===== src/rtl/core/hte_pkg.sv =====
// Shared types, codes and default constants of the handle table with expiry.
`timescale 1ns / 1ps

package hte_pkg;

	// Default sizes handed to the top level parameters.
	localparam int ENTRIES_DEF      = 64;
	localparam int FREE_DEPTH_DEF   = 64;
	localparam int KEY_BITS_DEF     = 16;
	localparam int PROBE_LIMIT_DEF  = 16;
	localparam int PAYLOAD_BITS_DEF = 32;

	// Port field widths.
	localparam int KEY_W  = 16;
	localparam int PAY_W  = 32;
	localparam int TIME_W = 32;
	localparam int CFG_W  = 16;

	// Configuration reset values.
	localparam logic [CFG_W-1:0] SWEEP_PERIOD_RST    = 16'd5;
	localparam logic [CFG_W-1:0] CROWD_THRESHOLD_RST = 16'd100;
	localparam logic [CFG_W-1:0] BUSY_TERM_RST       = 16'd1;
	localparam logic [CFG_W-1:0] QUIET_TERM_RST      = 16'd60;

	// Configuration register indexes.
	localparam logic [1:0] REG_SWEEP_PERIOD    = 2'd0;
	localparam logic [1:0] REG_CROWD_THRESHOLD = 2'd1;
	localparam logic [1:0] REG_BUSY_TERM       = 2'd2;
	localparam logic [1:0] REG_QUIET_TERM      = 2'd3;

	// Action codes.
	localparam logic [1:0] ACT_INSERT   = 2'd0;
	localparam logic [1:0] ACT_RETRIEVE = 2'd1;
	localparam logic [1:0] ACT_DELETE   = 2'd2;
	localparam logic [1:0] ACT_TICK     = 2'd3;

	// Result status codes.
	localparam logic [1:0] ST_OK      = 2'd0;
	localparam logic [1:0] ST_NO_KEY  = 2'd1;
	localparam logic [1:0] ST_MISSING = 2'd2;
	localparam logic [1:0] ST_FULL    = 2'd3;

	// Commands from the controller to the datapath.
	typedef struct packed {
		logic       load;
		logic       pop;
		logic       take_pop;
		logic       probe_next;
		logic       scan_clr;
		logic       scan_run;
		logic       sweep;
		logic       sweep_start;
		logic       write_entry;
		logic       drop_hit;
		logic       capture_pay;
		logic       emit;
		logic [1:0] res_status;
		logic       res_key_en;
	} cmd_t;

	// Status from the datapath to the controller.
	typedef struct packed {
		logic [1:0] act;
		logic       full;
		logic       free_empty;
		logic       probe_max;
		logic       sweep_due;
		logic       scan_done;
		logic       hit;
	} stat_t;

endpackage


===== src/rtl/core/hte_ctrl.sv =====
// Controller state machine of the handle table: sequences inserts, lookups and sweeps.
`timescale 1ns / 1ps

module hte_ctrl (
	input  logic           clk,
	input  logic           arst_n,
	input  logic           s_tvalid,
	output logic           s_tready,
	output logic           m_tvalid,
	input  logic           m_tready,
	input  hte_pkg::stat_t stat,
	output hte_pkg::cmd_t  cmd
);

	typedef enum logic [3:0] {
		S_IDLE, S_DISPATCH, S_POP_WAIT, S_PROBE, S_SCAN_INS, S_SCAN_PRB,
		S_SCAN_LKP, S_PAY_WAIT, S_WRITE, S_SWEEP, S_RESULT
	} state_t;

	state_t     state_q;
	logic [1:0] st_q;
	logic       key_en_q;
	logic       ovalid_q;
	logic       out_free;
	logic       is_ins, is_ret, is_del, is_tick;

	assign s_tready = state_q == S_IDLE;
	assign m_tvalid = ovalid_q;
	assign out_free = !ovalid_q || m_tready;
	assign is_ins   = stat.act == hte_pkg::ACT_INSERT;
	assign is_ret   = stat.act == hte_pkg::ACT_RETRIEVE;
	assign is_del   = stat.act == hte_pkg::ACT_DELETE;
	assign is_tick  = stat.act == hte_pkg::ACT_TICK;

	// Command decode from the current state.
	always_comb begin
		cmd             = '0;
		cmd.load        = (state_q == S_IDLE) && s_tvalid;
		cmd.pop         = (state_q == S_DISPATCH) && is_ins && !stat.full && !stat.free_empty;
		cmd.take_pop    = state_q == S_POP_WAIT;
		cmd.probe_next  = (state_q == S_PROBE) && !stat.probe_max;
		cmd.sweep_start = (state_q == S_DISPATCH) && is_tick && stat.sweep_due;
		cmd.scan_clr    = cmd.take_pop || cmd.probe_next || cmd.sweep_start
			|| ((state_q == S_DISPATCH) && (is_ret || is_del));
		cmd.scan_run    = (state_q == S_SCAN_INS) || (state_q == S_SCAN_PRB)
			|| (state_q == S_SCAN_LKP) || (state_q == S_SWEEP);
		cmd.sweep       = state_q == S_SWEEP;
		cmd.write_entry = state_q == S_WRITE;
		cmd.capture_pay = state_q == S_PAY_WAIT;
		cmd.drop_hit    = (state_q == S_PAY_WAIT)
			|| ((state_q == S_SCAN_LKP) && stat.scan_done && stat.hit && !is_ret);
		cmd.emit        = (state_q == S_RESULT) && out_free;
		cmd.res_status  = st_q;
		cmd.res_key_en  = key_en_q;
	end

	// State, result code and output valid.
	always_ff @(posedge clk or negedge arst_n) begin
		if (!arst_n) begin
			state_q  <= S_IDLE;
			st_q     <= hte_pkg::ST_OK;
			key_en_q <= 1'b0;
			ovalid_q <= 1'b0;
		end else begin
			// Output valid rises when a result is loaded and falls on its transfer.
			if ((state_q == S_RESULT) && out_free) begin
				ovalid_q <= 1'b1;
			end else if (ovalid_q && m_tready) begin
				ovalid_q <= 1'b0;
			end
			unique case (state_q)
				S_IDLE: begin
					st_q     <= hte_pkg::ST_OK;
					key_en_q <= 1'b0;
					if (s_tvalid) begin
						state_q <= S_DISPATCH;
					end
				end
				S_DISPATCH: begin
					if (is_ins) begin
						if (stat.full) begin
							st_q    <= hte_pkg::ST_FULL;
							state_q <= S_RESULT;
						end else if (!stat.free_empty) begin
							state_q <= S_POP_WAIT;
						end else begin
							state_q <= S_PROBE;
						end
					end else if (is_tick) begin
						state_q <= stat.sweep_due ? S_SWEEP : S_RESULT;
					end else begin
						state_q <= S_SCAN_LKP;
					end
				end
				S_POP_WAIT: state_q <= S_SCAN_INS;
				S_PROBE: begin
					if (stat.probe_max) begin
						st_q    <= hte_pkg::ST_NO_KEY;
						state_q <= S_RESULT;
					end else begin
						state_q <= S_SCAN_PRB;
					end
				end
				S_SCAN_INS: begin
					if (stat.scan_done) begin
						state_q <= S_WRITE;
					end
				end
				S_SCAN_PRB: begin
					if (stat.scan_done) begin
						state_q <= stat.hit ? S_PROBE : S_WRITE;
					end
				end
				S_WRITE: begin
					key_en_q <= 1'b1;
					state_q  <= S_RESULT;
				end
				S_SCAN_LKP: begin
					if (stat.scan_done) begin
						if (!stat.hit) begin
							st_q    <= hte_pkg::ST_MISSING;
							state_q <= S_RESULT;
						end else begin
							state_q <= is_ret ? S_PAY_WAIT : S_RESULT;
						end
					end
				end
				S_PAY_WAIT: state_q <= S_RESULT;
				S_SWEEP: begin
					if (stat.scan_done) begin
						state_q <= S_RESULT;
					end
				end
				S_RESULT: begin
					if (out_free) begin
						state_q <= S_IDLE;
					end
				end
				default: state_q <= S_IDLE;
			endcase
		end
	end

endmodule


===== config.mk =====
export PLATFORM = sky130hd
export DESIGN_NAME = hte_ctrl
export DESIGN_NICKNAME = d
export VERILOG_FILES = /design/src/rtl/core/hte_pkg.sv /design/src/rtl/core/hte_ctrl.sv
export SDC_FILE = /design/constraint.sdc
export NUM_CORES = 1
export LEC_CHECK = 0
export ABC_CLOCK_PERIOD_IN_PS = 1710
export BUFFER_PORTS_ARGS = -buffer_cell sky130_fd_sc_hd__buf_2
export CAP_MARGIN = 20
export CELL_PAD_IN_SITES_DETAIL_PLACEMENT = 0
export CELL_PAD_IN_SITES_GLOBAL_PLACEMENT = 1
export CORE_MARGIN = 3
export CORE_UTILIZATION = 32
export CTS_CLUSTER_SIZE = 30
export DETAILED_ROUTE_END_ITERATION = 7
export PLACE_DENSITY_LB_ADDON = 0.12
export SYNTH_ARGS = -nofsm -noshare
export SYNTH_HDL_FRONTEND = slang
export SYNTH_SLANG_ARGS = --single-unit

===== constraint.sdc =====
create_clock -name clk -period 1.71 [get_ports clk]
set_clock_uncertainty 0.2 [all_clocks]
set_input_delay 0.0855 -clock clk [delete_from_list [all_inputs] [get_ports clk]]
set_output_delay 0.0855 -clock clk [all_outputs]
set_load 0.02 [all_outputs]

==> metrics, run 1 <==
H-tree depth=1; hpwl dp=1916 um; Final Max Tran Viols=0; Layout area overhead=66.87%; met3 Track Usage GR=1.357%; dominant cell type by area after synthesis=dfrtp_1; failing checks=setup timing; final worst setup slack=-0.2157 ns; synth unique cells=41; largest net degree at the start of global routing=14; Initial Utilization=35.67%; drt drc=0; Critical Path Fanout Max=5; fin crit share=112.6%; Wirelength per Cell=14.37 um; Worst Hold Class=input port to register; RSZ-0062 raised after global routing=yes; initial drt markers=25; layout cell share with drive strength beyond 1=57.89%; Rel. slew slack=73.68%; syn_area_per_cell=8.604 um^2; worst endpoint required time=1.42 ns; vias in the first global route=894; CTS tree=done; actual slew at the worst max-slew pin=0.3935 ns; Worst VDD drop=0.8518 mV; Critical Path AT=1.64 ns; Die X=57.07 um; Main synth FF type=dfrtp_1; Sequential Area=201.4 um^2; number of flops mapped to enable cells by yosys=0; GRT Residual Overflow=0; outcome=finished with violations; antenna-violating nets left=0; Vert. Die Dim=57.07 um; DRT Pass-1 Iters=4; Site Rows=17; RePlAce Congestion=0.8405; first-pass GRT wire length=4091 um; met2 usage=28.06%; PwrDens=1669 mW/mm^2; Seq cells post-synth=8; Synth warnings=0; antenna violations before repair=0; die footprint=0.003257 mm^2; I/O pin cnt=29; Max Root-Sink Buffers=2; Total Routed Length=2587 um; diode count=0; Startpoint Class=register; final-report hold violation count=0; crit end category=primary output; Synth area leaders=dfrtp_1 (24%), mux2i_1 (4.8%), ha_1 (4.5%); ys async rst share=100.0%; Tmin final=1.926 ns; cts bufs inserted=3; Multi-input gate area=669.4 um^2; fin nets=169; Synth Cell Area=834.6 um^2; M1 GR Usage=19.16%; worst-skew pair later-pin latency=0.26 ns; IO Port Bufs=28; synth cell count leaders=nand2_1 (10), dfrtp_1 (8), inv_1 (7), nor2_1 (7); Clock Tree Root=clkbuf_4; Clock transition at path regs=0.06 ns; gr usage total=16.14%; DR vias=931; sequential fraction of the synthesis area=23.99%; Synthesized Nets=112; ratio of routed vias to standard cells=5.172; # clock sinks=8; global route hottest layer=met2; Setup CP Type=register to primary output; Synth top area share=23.99%; most frequent cell after synthesis=nand2_1; area of the core=0.002340 mm^2; post-placement setup slack=-0.08532 ns; Fill cells=229; Mapped Cells=97; Leak=0.7195 nW; maximum operating frequency=519.3 MHz; final core utilization=59.52%; endpoints failing setup=16; number of max-cap violations=0
==> power breakdown <==
part           switching [mW]  internal (mW)
combinational           0.865          0.978
clock                  0.0722         0.0809
sequential             0.0544          0.275
total                   0.992           1.33
==> worst paths after layout <==
kind                       slack [ns]  cells after the start    endpoint       start
setup reg to reg                -0.18                      6  state_q[0]  state_q[2]
hold / removal                   0.10                      4  state_q[2]     stat[0]
min in group asynchronous        0.61                      3    key_en_q      arst_n
hold reg to reg                  0.28                      1    key_en_q    key_en_q
setup / recovery                -0.22                      3     cmd[13]  state_q[2]
max in group asynchronous        0.40                      3  state_q[0]      arst_n
==> flip-flops by register name, indices dropped and copies added, names as in the netlist <==
| name | flops |
|---|---|
| state_q | 4 |
| st_q | 2 |
| key_en_q | 1 |
| m_tvalid | 1 |
==> per-layer routing <==
metal	vias up	share of wire (%)
met5	-	0
met4	0	1.1
met3	2	3.4
met2	23	53
met1	449	43
li1	457	-
==> stage by stage <==
stage | instances | TNS, ns | hold WS, ns | cell area (um^2) | total power, mW
after floorplan | 97 | -0.009305 | -0.4101 | 859.6 | 1.279
after global routing | 180 | -2.899 | 0.1232 | 1393 | 2.498
after CTS | 179 | -1.878 | 0.08776 | 1314 | 2.179
final | 180 | -2.047 | 0.1010 | 1393 | 2.325
after detailed placement | 169 | -0.4609 | -0.2542 | 1150 | 1.787
after global placement | 169 | -0.3275 | -0.2593 | 1150 | 1.776
==> cell families (layout without fill, tap and decap cells) <==
group	count (synthesis)	count (layout)	share of synthesized area, %
AND/OR/NAND/NOR	48	48	36.58
AO/OA/AOI/OAI	19	19	17.39
buffers and inverters	13	68	9.145
flip-flops	8	8	23.99
multiplexers	6	6	8.396
adder cells (fa/ha/maj)	3	3	4.498
==> area by class of cell <==
type | instances | share of cell area (%)
repair buffers | 58 | 31.45
clock buffers | 3 | 1.617
multi-input cells | 76 | 48.07
inverters | 7 | 1.887
flip-flops and latches | 8 | 14.47
well taps | 28 | 2.516
==> cells in the final DEF, fill, tap and decap left out, drive strengths merged, types with 2 or more instances in the layout <==
cell,count
and2,4
a211oi,2
and2b,2
mux2,2
o21ai,4
buf,55
nand3,4
clkbuf,3
nor2,8
inv,7
nand2,10
mux2i,4
dfrtp,8
nor2b,2
a21oi,3
dlygate4sd3,3
nand2b,2
ha,3
nor3,4
a21o,3
and4bb,2
nor4b,2
==> timing repair <==
action | 4_1_cts | 5_1_grt
gates resized for setup | 25 | 20
pin swaps | 8 | 7
buffers inserted | 4 | 3
endpoints found under the hold margin | 9 | 0
hold buffers | 3 | 0
endpoints found under the setup margin | 15 | 18
==> worst max-delay path: stages (launching register included) <==
cell and delay [ns]:
dfrtp_1 0.40, or4b_4 0.58, nor4b_4 0.22, buf_4 0.17
Power figures use the tool's default switching activity.
==> run 2: changes to the inputs <==
--- a/config.mk
+++ b/config.mk
@@ -9,8 +9,6 @@
 export BUFFER_PORTS_ARGS = -buffer_cell sky130_fd_sc_hd__buf_2
 export CAP_MARGIN = 20
-export CELL_PAD_IN_SITES_DETAIL_PLACEMENT = 0
-export CELL_PAD_IN_SITES_GLOBAL_PLACEMENT = 1
 export CORE_MARGIN = 3
-export CORE_UTILIZATION = 32
+export CORE_UTILIZATION = 44
 export CTS_CLUSTER_SIZE = 30
 export DETAILED_ROUTE_END_ITERATION = 7
==> constraint.sdc (replaced) <==
create_clock -name clk -period 1.71 [get_ports clk]
set_clock_uncertainty 0.2 [all_clocks]
set_input_delay 0.171 -clock clk [delete_from_list [all_inputs] [get_ports clk]]
set_output_delay 0.171 -clock clk [all_outputs]
set_load 0.02 [all_outputs]
==> run 2 against run 1 <==
Against the previous run:
- the flow still finishes with violations (setup timing)
- clock power down 4%
- worst hold slack worse by 0.095 ns
- register-to-register slack worse by 0.08 ns
- sequential cell count unchanged
- critical path type unchanged
- largest cell class unchanged
- largest power group unchanged
==> metrics, run 2 (synthesized netlist as in run 1, its figures left out) <==
WHS Path Cells=3; final core utilization=78.72%; number of flip-flops in the largest register=4; antenna violations before repair=0; Vert. Die Dim=49.55 um; Total Routed Length=2529 um; Multi-input gate area=626.9 um^2; Switch Pwr=0.9714 mW; DRT Pass-1 Iters=4; post-route cell area=0.001389 mm^2; Critical Path Fanout Max=4; Largest Register=state_q; Die X=49.55 um; Post-Place Cells=170; I/O pin cnt=29; cts bufs inserted=3; number of max-cap violations=0; actual slew at the worst max-slew pin=0.2179 ns; Reg2Reg Depth=6; reg2reg setup slack=-0.26 ns; Critical Path AT=1.64 ns; most common cell after layout, fill and taps aside=buf_4; Initial Utilization=47.30%; Critical-path top delay cell=or4b_4; CTS tree=done; die footprint=0.002455 mm^2; drt drc=0; Comb pwr share=79.3%; layout cell share with drive strength beyond 1=56.60%; Startpoint Class=register; endpoints failing setup=18; Max Root-Sink Buffers=2; Wirelength per Cell=13.74 um; fin nets=176; ratio of routed vias to standard cells=5.212; IO Port Bufs=28; share of power burned in registers=14.3%; GRT Residual Overflow=0; Buf+Inv Stages, Crit Path=1; area of the core=0.001764 mm^2; Cell Chain, Critical Path=or4b_4, nor4b_4, buf_4; outcome=finished with violations; switching portion of total power=41.82%; Final Hold Slack=0.006106 ns; RSZ-0062 raised after global routing=yes; final worst setup slack=-0.3008 ns; Largest regs=state_q (4), st_q (2); Placed Area=0.001164 mm^2; Worst VDD drop=1.054 mV; RR Startpoint=state_q[3]; Top delay family on crit path=simple AND/OR/NAND/NOR gates; final cell count without fillers=184; hpwl dp=1781 um; Fill cells=133; HP Start=m_tready; largest net degree at the start of global routing=12; Site Rows=15; RePlAce Congestion=0.7960; antenna-violating nets left=0; Leak=0.7343 nW; Setup CP Type=register to primary output; diode count=0; Layout area overhead=66.42%; failing checks=setup timing; initial drt markers=19; Sequential Area=200.2 um^2; total power=2.323 mW; worst endpoint required time=1.34 ns; fin crit share=117.6%; Final Max Tran Viols=0; post-placement setup slack=-0.1670 ns; H-tree depth=1; Tmin final=2.011 ns; Clock transition at path regs=0.06 ns; PwrDens=1672 mW/mm^2; Hold EP=m_tvalid; Pint=1.351 mW; gr usage total=19.85%; Rel. slew slack=85.06%; RR Endpoint=st_q[1]; # clock sinks=8; crit end category=primary output; Clk network pwr share=6.3%; post-route setup TNS=-3.216 ns; vias in the first global route=912; Worst Hold Class=input port to register; leading cell types in the layout, fill and taps excluded=buf_4 (37), buf_2 (18), nand2_1 (9), buf_6 (9), dfrtp_1 (8); worst-skew pair later-pin latency=0.26 ns; crit-path max cell delay=0.59 ns; Clock Tree Root=clkbuf_4; first-pass GRT wire length=3884 um; DR vias=959; final-report hold violation count=0; maximum operating frequency=497.3 MHz
[run 2: cell count changes in the layout (fill, tap and decap cells not counted), sizes merged]
cell         previous run  this run
buf                    55        64
dlygate4sd3             3         1
[run 2: final cells by class]
class / instances / area share [%]
multi-input cells: 76 / 45.14
repair buffers: 65 / 34.50
flip-flops and latches: 8 / 14.41
well taps: 25 / 2.252
inverters: 7 / 2.072
clock buffers: 3 / 1.622
[run 2: layer usage]
metal / wire length, um / vias to the layer above / GRT usage, %
met3: 152 / 0 / 4.834
met2: 1329 / 33 / 35.24
met4: 0 / 0 / 4.608
met5: 0 / - / 0
met1: 1047 / 451 / 23.79
li1: - / 475 / -
[run 2: how the worst max path moves through the flow]
stage | start | endpoint | slack, ns | cells after the start
after global placement | state_q[1] | state_q[3] | -0.13 | 5
after global routing | state_q[1] | cmd[13] | -0.34 | 3
final | state_q[3] | cmd[13] | -0.30 | 3
after CTS | state_q[1] | cmd[13] | -0.28 | 3
after floorplan | state_q[2] | cmd[13] | -0.07 | 3
after detailed placement | state_q[2] | state_q[3] | -0.17 | 5
[run 2: timing repair]
| action | 4_1_cts | 5_1_grt |
|---|---|---|
| endpoints found under the setup margin | 17 | 19 |
| hold buffers | 1 | 0 |
| setup buffers | 3 | 7 |
| pin swaps | 2 | 3 |
| gates resized for setup | 13 | 20 |
| endpoints found under the hold margin | 8 | 0 |
[run 2: worst min-delay path: stages]
cell	delay [ns]
buf_2	0.07
nor2b_1	0.05
nand2b_1	0.13
[run 2: power groups by stage]
stage / registers (mW) / logic, mW / clock network, mW
2_1_floorplan: 0.365 / 0.894 / 0
3_3_place_gp: 0.320 / 1.45 / 0
3_5_place_dp: 0.323 / 1.46 / 0
4_1_cts: 0.324 / 1.61 / 0.148
5_1_grt: 0.341 / 1.98 / 0.161
6_report: 0.333 / 1.84 / 0.147
